===== src/rtl/work_split_start_digits_macros.svh =====
// Assertion macros shared by the work split RTL.
`ifndef WORK_SPLIT_START_DIGITS_MACROS_SVH
`define WORK_SPLIT_START_DIGITS_MACROS_SVH

// Plain property, clocked on clk_i and off during reset.
`define WSD_ASSERT(label, prop, msg) \
  label: assert property (@(posedge clk_i) disable iff (!rst_ni) prop) else $error(msg);

// Same-cycle implication, clocked on clk_i and off during reset.
`define WSD_ASSERT_IMP(label, ante, cons, msg) \
  label: assert property (@(posedge clk_i) disable iff (!rst_ni) (ante) |-> (cons)) else $error(msg);

`endif


===== src/rtl/wsd_pkg.sv =====
// Package: widths, register indexes and divider handshake types for the work split block.
`default_nettype none

package wsd_pkg;

  localparam int MAX_LOOPS  = 8;
  localparam int COUNT_BITS = 48;

  localparam int BASE_W     = 16;
  localparam int LOOP_W     = 4;
  localparam int WORKERS_W  = 11;
  localparam int ID_W       = 10;
  localparam int POS_W      = 4;
  localparam int VALUE_W    = 48;
  localparam int CFG_IDX_W  = 2;
  localparam int CFG_DATA_W = 16;

  localparam int START_W    = COUNT_BITS + ID_W;
  localparam int DIV_W      = START_W;
  localparam int DIV_CNT_W  = $clog2(DIV_W + 1);
  localparam int LVL_W      = $clog2(MAX_LOOPS + 1);
  localparam int PROD_W     = COUNT_BITS + BASE_W;

  localparam logic [CFG_IDX_W-1:0] CFG_BASE_N       = 2'd0;
  localparam logic [CFG_IDX_W-1:0] CFG_LOOP_COUNT   = 2'd1;
  localparam logic [CFG_IDX_W-1:0] CFG_WORKER_COUNT = 2'd2;

  localparam logic [BASE_W-1:0]    BASE_N_RST       = 16'd2;
  localparam logic [LOOP_W-1:0]    LOOP_COUNT_RST   = 4'd1;
  localparam logic [WORKERS_W-1:0] WORKER_COUNT_RST = 11'd1;

  typedef struct packed {
    logic              start;
    logic [DIV_W-1:0]  num;
    logic [BASE_W-1:0] den;
  } div_req_t;

  typedef struct packed {
    logic              done;
    logic [DIV_W-1:0]  quot;
    logic [BASE_W-1:0] rem;
  } div_rsp_t;

endpackage

`default_nettype wire


===== src/rtl/work_split_start_digits.sv =====
// Top level: work partition sequencer with start-digit output.
// Steps: build the total over L levels, L the effective loop depth (0..8), divide it
//   by the workers, form start and count, then send a digit per level and the count word.
//   The 58-step radix-2 divider serves the share and each digit when the base is nonzero.
// Throughput: one query at a time; busy stays high until the count word is out.
// Output: words on out_valid_o, never stalled. Reset (rst_ni low,
//   async): sequencer idle, no word pending, registers at base 2, depth 1, 1 worker.
`default_nettype none
`include "work_split_start_digits_macros.svh"

module work_split_start_digits (
  input  wire logic                            clk_i,
  input  wire logic                            rst_ni,
  // configuration write port
  input  wire logic                            cfg_we_i,
  input  wire logic [wsd_pkg::CFG_IDX_W-1:0]   cfg_idx_i,
  input  wire logic [wsd_pkg::CFG_DATA_W-1:0]  cfg_data_i,
  // query
  input  wire logic                            start,
  output logic                                 busy,
  input  wire logic [wsd_pkg::ID_W-1:0]        worker_id_i,
  // result words
  output logic                                 out_valid_o,
  output logic      [wsd_pkg::POS_W-1:0]       position_o,
  output logic      [wsd_pkg::VALUE_W-1:0]     value_o,
  output logic                                 is_count_o,
  output logic                                 overflow_o,
  output logic                                 last_item_o
);

  // Sequencer states.
  localparam logic [2:0] S_IDLE = 3'd0; // wait for a query
  localparam logic [2:0] S_TOT  = 3'd1; // multiply total by base, or launch the share divide
  localparam logic [2:0] S_CHK  = 3'd2; // check the product against the count width
  localparam logic [2:0] S_WSH  = 3'd3; // wait for total / workers
  localparam logic [2:0] S_PROD = 3'd4; // share * id into the multiplier
  localparam logic [2:0] S_ADD  = 3'd5; // form start and count
  localparam logic [2:0] S_DIG  = 3'd6; // launch a digit divide or send the count word
  localparam logic [2:0] S_WDIG = 3'd7; // wait for one digit

  // Configuration registers.
  logic [wsd_pkg::BASE_W-1:0]    base_q;
  logic [wsd_pkg::LOOP_W-1:0]    loops_q;
  logic [wsd_pkg::WORKERS_W-1:0] workers_q;

  // Sequencer state and working registers.
  logic [2:0]                     state_q, state_d;
  logic [wsd_pkg::LVL_W-1:0]      lvl_q, lvl_d;
  logic                           ovf_q, ovf_d;
  logic [wsd_pkg::ID_W-1:0]       id_q, id_d;
  logic [wsd_pkg::COUNT_BITS-1:0] total_q, total_d;
  logic [wsd_pkg::COUNT_BITS-1:0] share_q, share_d;
  logic [wsd_pkg::WORKERS_W-1:0]  wrem_q, wrem_d;
  logic [wsd_pkg::START_W-1:0]    start_q, start_d;
  logic [wsd_pkg::COUNT_BITS-1:0] count_q, count_d;

  // Output word registers.
  logic                           oval_q, oval_d;
  logic [wsd_pkg::POS_W-1:0]      opos_q, opos_d;
  logic [wsd_pkg::VALUE_W-1:0]    ovalue_q, ovalue_d;
  logic                           ocnt_q, ocnt_d;
  logic                           oovf_q, oovf_d;
  logic                           olast_q, olast_d;

  // Shared units.
  wsd_pkg::div_req_t              div_req;
  wsd_pkg::div_rsp_t              div_rsp;
  logic [wsd_pkg::COUNT_BITS-1:0] mul_a;
  logic [wsd_pkg::BASE_W-1:0]     mul_b;
  logic [wsd_pkg::PROD_W-1:0]     prod;

  // Effective configuration: clamp the depth, treat zero workers as one.
  logic [wsd_pkg::LVL_W-1:0]      lvl_eff;
  logic [wsd_pkg::WORKERS_W-1:0]  workers_eff;
  logic                           id_lt_rem;
  logic [wsd_pkg::WORKERS_W-1:0]  id_ext;
  logic [wsd_pkg::WORKERS_W-1:0]  extra;

  assign lvl_eff = (loops_q > wsd_pkg::LOOP_W'(wsd_pkg::MAX_LOOPS))
                 ? wsd_pkg::LVL_W'(wsd_pkg::MAX_LOOPS)
                 : wsd_pkg::LVL_W'(loops_q);
  assign workers_eff = (workers_q == '0) ? wsd_pkg::WORKERS_W'(1) : workers_q;

  assign id_ext    = wsd_pkg::WORKERS_W'(id_q);
  assign id_lt_rem = id_ext < wrem_q;
  assign extra     = id_lt_rem ? id_ext : wrem_q;

  // The multiplier builds the total except while forming share * id.
  assign mul_a = (state_q == S_PROD) ? share_q : total_q;
  assign mul_b = (state_q == S_PROD) ? wsd_pkg::BASE_W'(id_q) : base_q;

  wsd_mul u_mul (
    .clk_i (clk_i),
    .a_i   (mul_a),
    .b_i   (mul_b),
    .p_o   (prod)
  );

  wsd_div u_div (
    .clk_i  (clk_i),
    .rst_ni (rst_ni),
    .req_i  (div_req),
    .rsp_o  (div_rsp)
  );

  always_comb begin
    state_d  = state_q;
    lvl_d    = lvl_q;
    ovf_d    = ovf_q;
    id_d     = id_q;
    total_d  = total_q;
    share_d  = share_q;
    wrem_d   = wrem_q;
    start_d  = start_q;
    count_d  = count_q;

    oval_d   = 1'b0;
    opos_d   = opos_q;
    ovalue_d = ovalue_q;
    ocnt_d   = ocnt_q;
    oovf_d   = oovf_q;
    olast_d  = olast_q;

    div_req.start = 1'b0;
    div_req.num   = start_q;
    div_req.den   = base_q;

    unique case (state_q)
      S_IDLE: begin
        if (start) begin
          id_d    = worker_id_i;
          total_d = wsd_pkg::COUNT_BITS'(1);
          lvl_d   = '0;
          ovf_d   = 1'b0;
          state_d = S_TOT;
        end
      end
      S_TOT: begin
        if (lvl_q == lvl_eff) begin
          // total is zero after an overflow, so every share is zero too
          div_req.start = 1'b1;
          div_req.num   = wsd_pkg::DIV_W'(total_q);
          div_req.den   = wsd_pkg::BASE_W'(workers_eff);
          state_d       = S_WSH;
        end else if (ovf_q) begin
          lvl_d = lvl_q + 1'b1;
        end else begin
          state_d = S_CHK;
        end
      end
      S_CHK: begin
        if (|prod[wsd_pkg::PROD_W-1:wsd_pkg::COUNT_BITS]) begin
          ovf_d   = 1'b1;
          total_d = '0;
        end else begin
          total_d = prod[wsd_pkg::COUNT_BITS-1:0];
        end
        lvl_d   = lvl_q + 1'b1;
        state_d = S_TOT;
      end
      S_WSH: begin
        if (div_rsp.done) begin
          share_d = div_rsp.quot[wsd_pkg::COUNT_BITS-1:0];
          wrem_d  = div_rsp.rem[wsd_pkg::WORKERS_W-1:0];
          state_d = S_PROD;
        end
      end
      S_PROD: begin
        state_d = S_ADD;
      end
      S_ADD: begin
        start_d = prod[wsd_pkg::START_W-1:0] + wsd_pkg::START_W'(extra);
        count_d = share_q + wsd_pkg::COUNT_BITS'(id_lt_rem);
        lvl_d   = '0;
        state_d = S_DIG;
      end
      S_DIG: begin
        if (lvl_q == lvl_eff) begin
          // send the count word, marked last
          oval_d   = 1'b1;
          opos_d   = wsd_pkg::POS_W'(lvl_q);
          ovalue_d = ovf_q ? '0 : wsd_pkg::VALUE_W'(count_q);
          ocnt_d   = 1'b1;
          oovf_d   = ovf_q;
          olast_d  = 1'b1;
          state_d  = S_IDLE;
        end else if (base_q == '0) begin
          // zero base: digit is zero, start left as it is
          oval_d   = 1'b1;
          opos_d   = wsd_pkg::POS_W'(lvl_q);
          ovalue_d = '0;
          ocnt_d   = 1'b0;
          oovf_d   = ovf_q;
          olast_d  = 1'b0;
          lvl_d    = lvl_q + 1'b1;
        end else begin
          div_req.start = 1'b1;
          state_d       = S_WDIG;
        end
      end
      S_WDIG: begin
        if (div_rsp.done) begin
          oval_d   = 1'b1;
          opos_d   = wsd_pkg::POS_W'(lvl_q);
          ovalue_d = ovf_q ? '0 : wsd_pkg::VALUE_W'(div_rsp.rem);
          ocnt_d   = 1'b0;
          oovf_d   = ovf_q;
          olast_d  = 1'b0;
          start_d  = div_rsp.quot;
          lvl_d    = lvl_q + 1'b1;
          state_d  = S_DIG;
        end
      end
      default: begin
        state_d = S_IDLE;
      end
    endcase
  end

  // Control state and configuration.
  always_ff @(posedge clk_i or negedge rst_ni) begin
    if (!rst_ni) begin
      state_q   <= S_IDLE;
      lvl_q     <= '0;
      ovf_q     <= 1'b0;
      oval_q    <= 1'b0;
      base_q    <= wsd_pkg::BASE_N_RST;
      loops_q   <= wsd_pkg::LOOP_COUNT_RST;
      workers_q <= wsd_pkg::WORKER_COUNT_RST;
    end else begin
      state_q <= state_d;
      lvl_q   <= lvl_d;
      ovf_q   <= ovf_d;
      oval_q  <= oval_d;
      if (cfg_we_i) begin
        unique case (cfg_idx_i)
          wsd_pkg::CFG_BASE_N:       base_q    <= cfg_data_i;
          wsd_pkg::CFG_LOOP_COUNT:   loops_q   <= cfg_data_i[wsd_pkg::LOOP_W-1:0];
          wsd_pkg::CFG_WORKER_COUNT: workers_q <= cfg_data_i[wsd_pkg::WORKERS_W-1:0];
          default: begin
            // drop writes to unused indexes
          end
        endcase
      end
    end
  end

  // Payload: no reset needed.
  always_ff @(posedge clk_i) begin
    id_q     <= id_d;
    total_q  <= total_d;
    share_q  <= share_d;
    wrem_q   <= wrem_d;
    start_q  <= start_d;
    count_q  <= count_d;
    opos_q   <= opos_d;
    ovalue_q <= ovalue_d;
    ocnt_q   <= ocnt_d;
    oovf_q   <= oovf_d;
    olast_q  <= olast_d;
  end

  assign busy        = (state_q != S_IDLE);
  assign out_valid_o = oval_q;
  assign position_o  = opos_q;
  assign value_o     = ovalue_q;
  assign is_count_o  = ocnt_q;
  assign overflow_o  = oovf_q;
  assign last_item_o = olast_q;

  `WSD_ASSERT_IMP(a_last_is_count, out_valid_o, last_item_o == is_count_o, "last word is not the count word")
  `WSD_ASSERT_IMP(a_ovf_zero_value, out_valid_o && overflow_o, value_o == '0, "overflowed word carries a value")
  `WSD_ASSERT_IMP(a_count_position, out_valid_o && is_count_o, position_o == wsd_pkg::POS_W'(lvl_eff), "count word at wrong position")
  `WSD_ASSERT_IMP(a_idle_after_last, $fell(busy), out_valid_o && last_item_o, "query ended without a last word")

endmodule

`default_nettype wire


===== src/rtl/wsd_div.sv =====
// Radix-2 restoring divider, one quotient bit per cycle.
`default_nettype none
`include "work_split_start_digits_macros.svh"

module wsd_div (
  input  wire logic              clk_i,
  input  wire logic              rst_ni,
  input  wire wsd_pkg::div_req_t req_i,
  output wsd_pkg::div_rsp_t      rsp_o
);

  logic                             run_q;
  logic                             done_q;
  logic [wsd_pkg::DIV_CNT_W-1:0]    cnt_q;
  logic [wsd_pkg::DIV_W-1:0]        quot_q;
  logic [wsd_pkg::BASE_W-1:0]       rem_q;
  logic [wsd_pkg::BASE_W-1:0]       den_q;
  logic [wsd_pkg::BASE_W:0]         trial;
  logic [wsd_pkg::BASE_W+1:0]       diff;
  logic                             ge;

  // Shift in the next dividend bit and try a subtraction.
  assign trial = {rem_q, quot_q[wsd_pkg::DIV_W-1]};
  assign diff  = {1'b0, trial} - {2'b00, den_q};
  assign ge    = ~diff[wsd_pkg::BASE_W+1];

  always_ff @(posedge clk_i or negedge rst_ni) begin
    if (!rst_ni) begin
      run_q  <= 1'b0;
      done_q <= 1'b0;
      cnt_q  <= '0;
    end else if (req_i.start) begin
      run_q  <= 1'b1;
      done_q <= 1'b0;
      cnt_q  <= wsd_pkg::DIV_CNT_W'(wsd_pkg::DIV_W);
    end else if (run_q) begin
      cnt_q  <= cnt_q - 1'b1;
      run_q  <= (cnt_q != wsd_pkg::DIV_CNT_W'(1));
      done_q <= (cnt_q == wsd_pkg::DIV_CNT_W'(1));
    end else begin
      done_q <= 1'b0;
    end
  end

  always_ff @(posedge clk_i) begin
    if (req_i.start) begin
      quot_q <= req_i.num;
      rem_q  <= '0;
      den_q  <= req_i.den;
    end else if (run_q) begin
      quot_q <= {quot_q[wsd_pkg::DIV_W-2:0], ge};
      rem_q  <= ge ? diff[wsd_pkg::BASE_W-1:0] : trial[wsd_pkg::BASE_W-1:0];
    end
  end

  assign rsp_o.done = done_q;
  assign rsp_o.quot = quot_q;
  assign rsp_o.rem  = rem_q;

  `WSD_ASSERT_IMP(a_div_rem_below_den, done_q && (den_q != '0), rem_q < den_q, "divider remainder not below divisor")
  `WSD_ASSERT_IMP(a_div_cnt_live, run_q, cnt_q != '0, "divider running with zero step count")

endmodule

`default_nettype wire


===== src/rtl/wsd_mul.sv =====
// Registered multiplier shared by the total build-up and the start offset.
`default_nettype none

module wsd_mul (
  input  wire logic                            clk_i,
  input  wire logic [wsd_pkg::COUNT_BITS-1:0]  a_i,
  input  wire logic [wsd_pkg::BASE_W-1:0]      b_i,
  output logic      [wsd_pkg::PROD_W-1:0]      p_o
);

  always_ff @(posedge clk_i) begin
    p_o <= wsd_pkg::PROD_W'(a_i) * wsd_pkg::PROD_W'(b_i);
  end

endmodule

`default_nettype wire

===== config.mk =====
export PLATFORM = sky130hd
export DESIGN_NAME = work_split_start_digits
export DESIGN_NICKNAME = d
export VERILOG_FILES = /design/src/rtl/wsd_pkg.sv /design/src/rtl/work_split_start_digits.sv /design/src/rtl/wsd_div.sv /design/src/rtl/wsd_mul.sv
export VERILOG_INCLUDE_DIRS = /design/src /design/src/rtl
export SDC_FILE = /design/constraint.sdc
export NUM_CORES = 2
export LEC_CHECK = 0
export ABC_AREA = 1
export BUFFER_PORTS_ARGS = -buffer_cell sky130_fd_sc_hd__buf_4
export CORE_MARGIN = 3
export CORE_UTILIZATION = 45
export CTS_CLUSTER_DIAMETER = 60
export DETAILED_ROUTE_END_ITERATION = 8
export GPL_ROUTABILITY_DRIVEN = 0
export PLACE_DENSITY_LB_ADDON = 0.08
export SLEW_MARGIN = 20
export SYNTH_ARGS = -nofsm -noshare
export SYNTH_HDL_FRONTEND = slang
export SYNTH_HIERARCHICAL = 1
export SYNTH_SLANG_ARGS = --single-unit

===== constraint.sdc =====
create_clock -name clk_i -period 7.4 [get_ports clk_i]
set_input_delay 0.37 -clock clk_i [delete_from_list [all_inputs] [get_ports clk_i]]
set_output_delay 0.37 -clock clk_i [all_outputs]
set_load 0.05 [all_outputs]

==> summary.txt <==
Run status
  – Status: finished clean

Critical path
  – CP startpoint: state_q[2]
  – Slowest stage cell, crit path: fa_1
  – Crit path arrival time: between 7000 and 8000 ps
  – Worst path required time: between 7000 and 8000 ps
  – CP Class: reg -> reg
  – CP Capture Type: register
  – Top cell by count, worst path: fa_1
  – RR Startpoint: state_q[2]
  – Delay of the slowest critical-path stage: approximately 660 ps
  – Worst setup SP type: register
  – CP max FO: 18

Global routing
  – Global-route usage over all layers: 0.275
  – First-pass GRT wire length: roughly 250,000 um
  – Pin count of the biggest net entering global routing: 85
  – Number of global-route vias before repair: 41,200
  – Total grt overflow: 0
  – Initial antenna violation count: 1

Floorplan
  – Die area: between 100,000 and 150,000 sq um
  – Row Count: approximately 120
  – Initial core utilization: 0.455
  – Die X: 341 um
  – Core box area: about 110,000 sq um
  – Io pins: 89
  – Die Height: about 340 um

Drt
  – DR vias: between 40,000 and 50,000
  – Residual DRC: 0
  – Routed len/inst: 19.1 um
  – Post-Route WL: roughly 160,000 um
  – Antenna-violating nets left: 0
  – Initial drt markers: approximately 3,200
  – Drt via density: ~5.0
  – Drt first pass iters: 6

CTS
  – Cts bufs inserted: 67
  – Clk buf depth: 3
  – Number of clock sinks: 479
  – Setup bufs post-CTS: 0
  – Clock-pin slew on the worst setup and hold paths: 60 ps
  – CTS H-tree lvls: 3
  – CTS tree: built
  – CTS root buf: clkbuf_16
  – Clock Latency Late Sink: approximately 650 ps

STA
  – Max_slew headroom: 0.319
  – Slew Limit Fails: 0
  – Final period utilization: 0.962
  – Min Tclk post-route: about 7100 ps
  – Fmax: roughly 140 MHz
  – Clk_skew: ~38 ps
  – Pin slew with the least headroom to its limit: 1020 ps
  – Final hold vios: 0
  – Final setup violation count: 0
  – RSZ-0062 raised after global routing: no

Logic synthesis
  – Post-Syn Area: between 50,000 and 60,000 sq um
  – Mapped Avg Cell Area: about 7.6 sq um
  – Sequential area share after synthesis: 0.264
  – Synth area leader: fa_1
  – Syn nets: about 7,500
  – Synth async-reset ratio: 0.100
  – Number of synthesized flops with an enable pin: between 300 and 400
  – Synth area leaders: fa_1 26%, edfxtp_1 21%, nand2_1 18%, inv_1 12%, ha_1 4.4%
  – Synth Instances: approximately 6,600
  – Most frequent cells after synthesis: 2,370 x nand2_1, 1,560 x inv_1, 644 x fa_1
  – Cell variety after synth: 52
  – Main flop type after synthesis: edfxtp_1
  – Flops & latches, synth: about 480
  – Synth top area share: 0.255
  – YS warnings: 6
  – Count leader, synth: nand2_1

Finish
  – Layout cells sized above 1: 0.0639
  – Area grow syn2layout: 9.98%
  – Diode count: 0
  – Fillers: approximately 11,000
  – Layout Nets: roughly 7,500
  – Design area: around 56,000 sq um

Placement
  – Placed cell area: between 50,000 and 60,000 sq um
  – Post-DP HPWL: 125,000 um
  – I/O Buffers: 88

Hold path
  – Hold Startpoint: cfg_data_i[10]
  – Min-delay worst type: in -> reg

Job
  – Max Cap Violations: 0
-- area by class of cell --
class	instances	area, sq um	area share
clock buffers	80	1760	0.0316
repair buffers	209	1800	0.0325
inverters	1585	5960	0.107
flip-flops and latches	479	13300	0.240
multi-input cells	4316	30300	0.546
well taps	1488	1860	0.0335
clock inverters	41	522	0.00939
-- layer usage --
layer	up-vias	routed length (um)	GRT usage
met5	-	0	0
met4	0	3630	0.0693
met3	216	11100	0.0463
met2	1319	71500	0.441
met1	19800	70500	0.390
li1	19500	-	-
-- cell families (layout without fill, tap and decap cells) --
logic type | after synthesis | after routing | share of synthesized area
simple gates | 3151 | 3151 | 0.253
buf+inv | 1840 | 1915 | 0.140
fa+ha+maj | 821 | 821 | 0.299
flops | 479 | 479 | 0.264
compound gates | 236 | 236 | 0.0247
xor+xnor | 107 | 107 | 0.0186
other cells | 1 | 1 | 0.0000742
-- flip-flops by register name, indices dropped and copies added, names as in the netlist, 16 cells and up --
signal	count
u_div/quot_q	58
count_q	48
u_div/den_q	16
u_div/rem_q	16
u_mul/p_o	64
share_q	48
start_q	58
value_o	48
total_q	48
base_q	16
-- worst max-delay path, delay by kind of cell (launching register included) --
family,cells,cell delay (ps)
AOI/OAI and AO/OA,1,300
adders and majority gates,7,3580
and+or+nand+nor,11,1650
buffers and inverters,7,970
DFF,1,450
-- cell usage in the layout, fill, tap and decap left out, types with 45 or more instances in the layout --
master / instances
fa_1: 644
nand3_1: 245
nor3_1: 58
clkbuf_16: 68
ha_1: 177
o21ai_0: 85
a21oi_1: 71
nand4_1: 50
edfxtp_1: 351
nand2_1: 2370
nor2_1: 319
dfrtp_1: 45
buf_4: 178
dfxtp_1: 80
xor2_1: 91
inv_1: 1558
-- stage by stage --
stage          hold slack, ps  worst slack, ps  std cells  TNS (ps)  utilization
6_report                 49.1              283       8198         0        0.501
5_1_grt                  66.5             4.99       8198         0        0.501
4_1_cts                  21.3              358       8198         0        0.500
3_5_place_dp              453              407       8061         0        0.478
3_3_place_gp              453            -27.7       8060     -47.3        0.478
2_1_floorplan            74.4              859       6635         0            -
-- worst paths after layout --
kind	to	slack (ps)	depth (start not counted)
worst min register to register	share_q[11]	480	0
worst max register to register	u_mul/p_o[38]	280	26
max in group asynchronous	u_div/cnt_q[2]	6610	2
worst min-delay path	workers_q[10]	50	3
worst max-delay path	u_mul/p_o[38]	280	26
min in group asynchronous	workers_q[2]	340	2
-- repair_timing --
action / CTS / global route
hold buffers: 16 / 0
setup endpoints to repair: 0 / 2
resized for setup: 0 / 2
hold endpoints to repair: 60 / 0
Power is left out: the tool's default activity adds up to more than one toggle a clock period on the data nets, which glitch-free logic cannot reach.
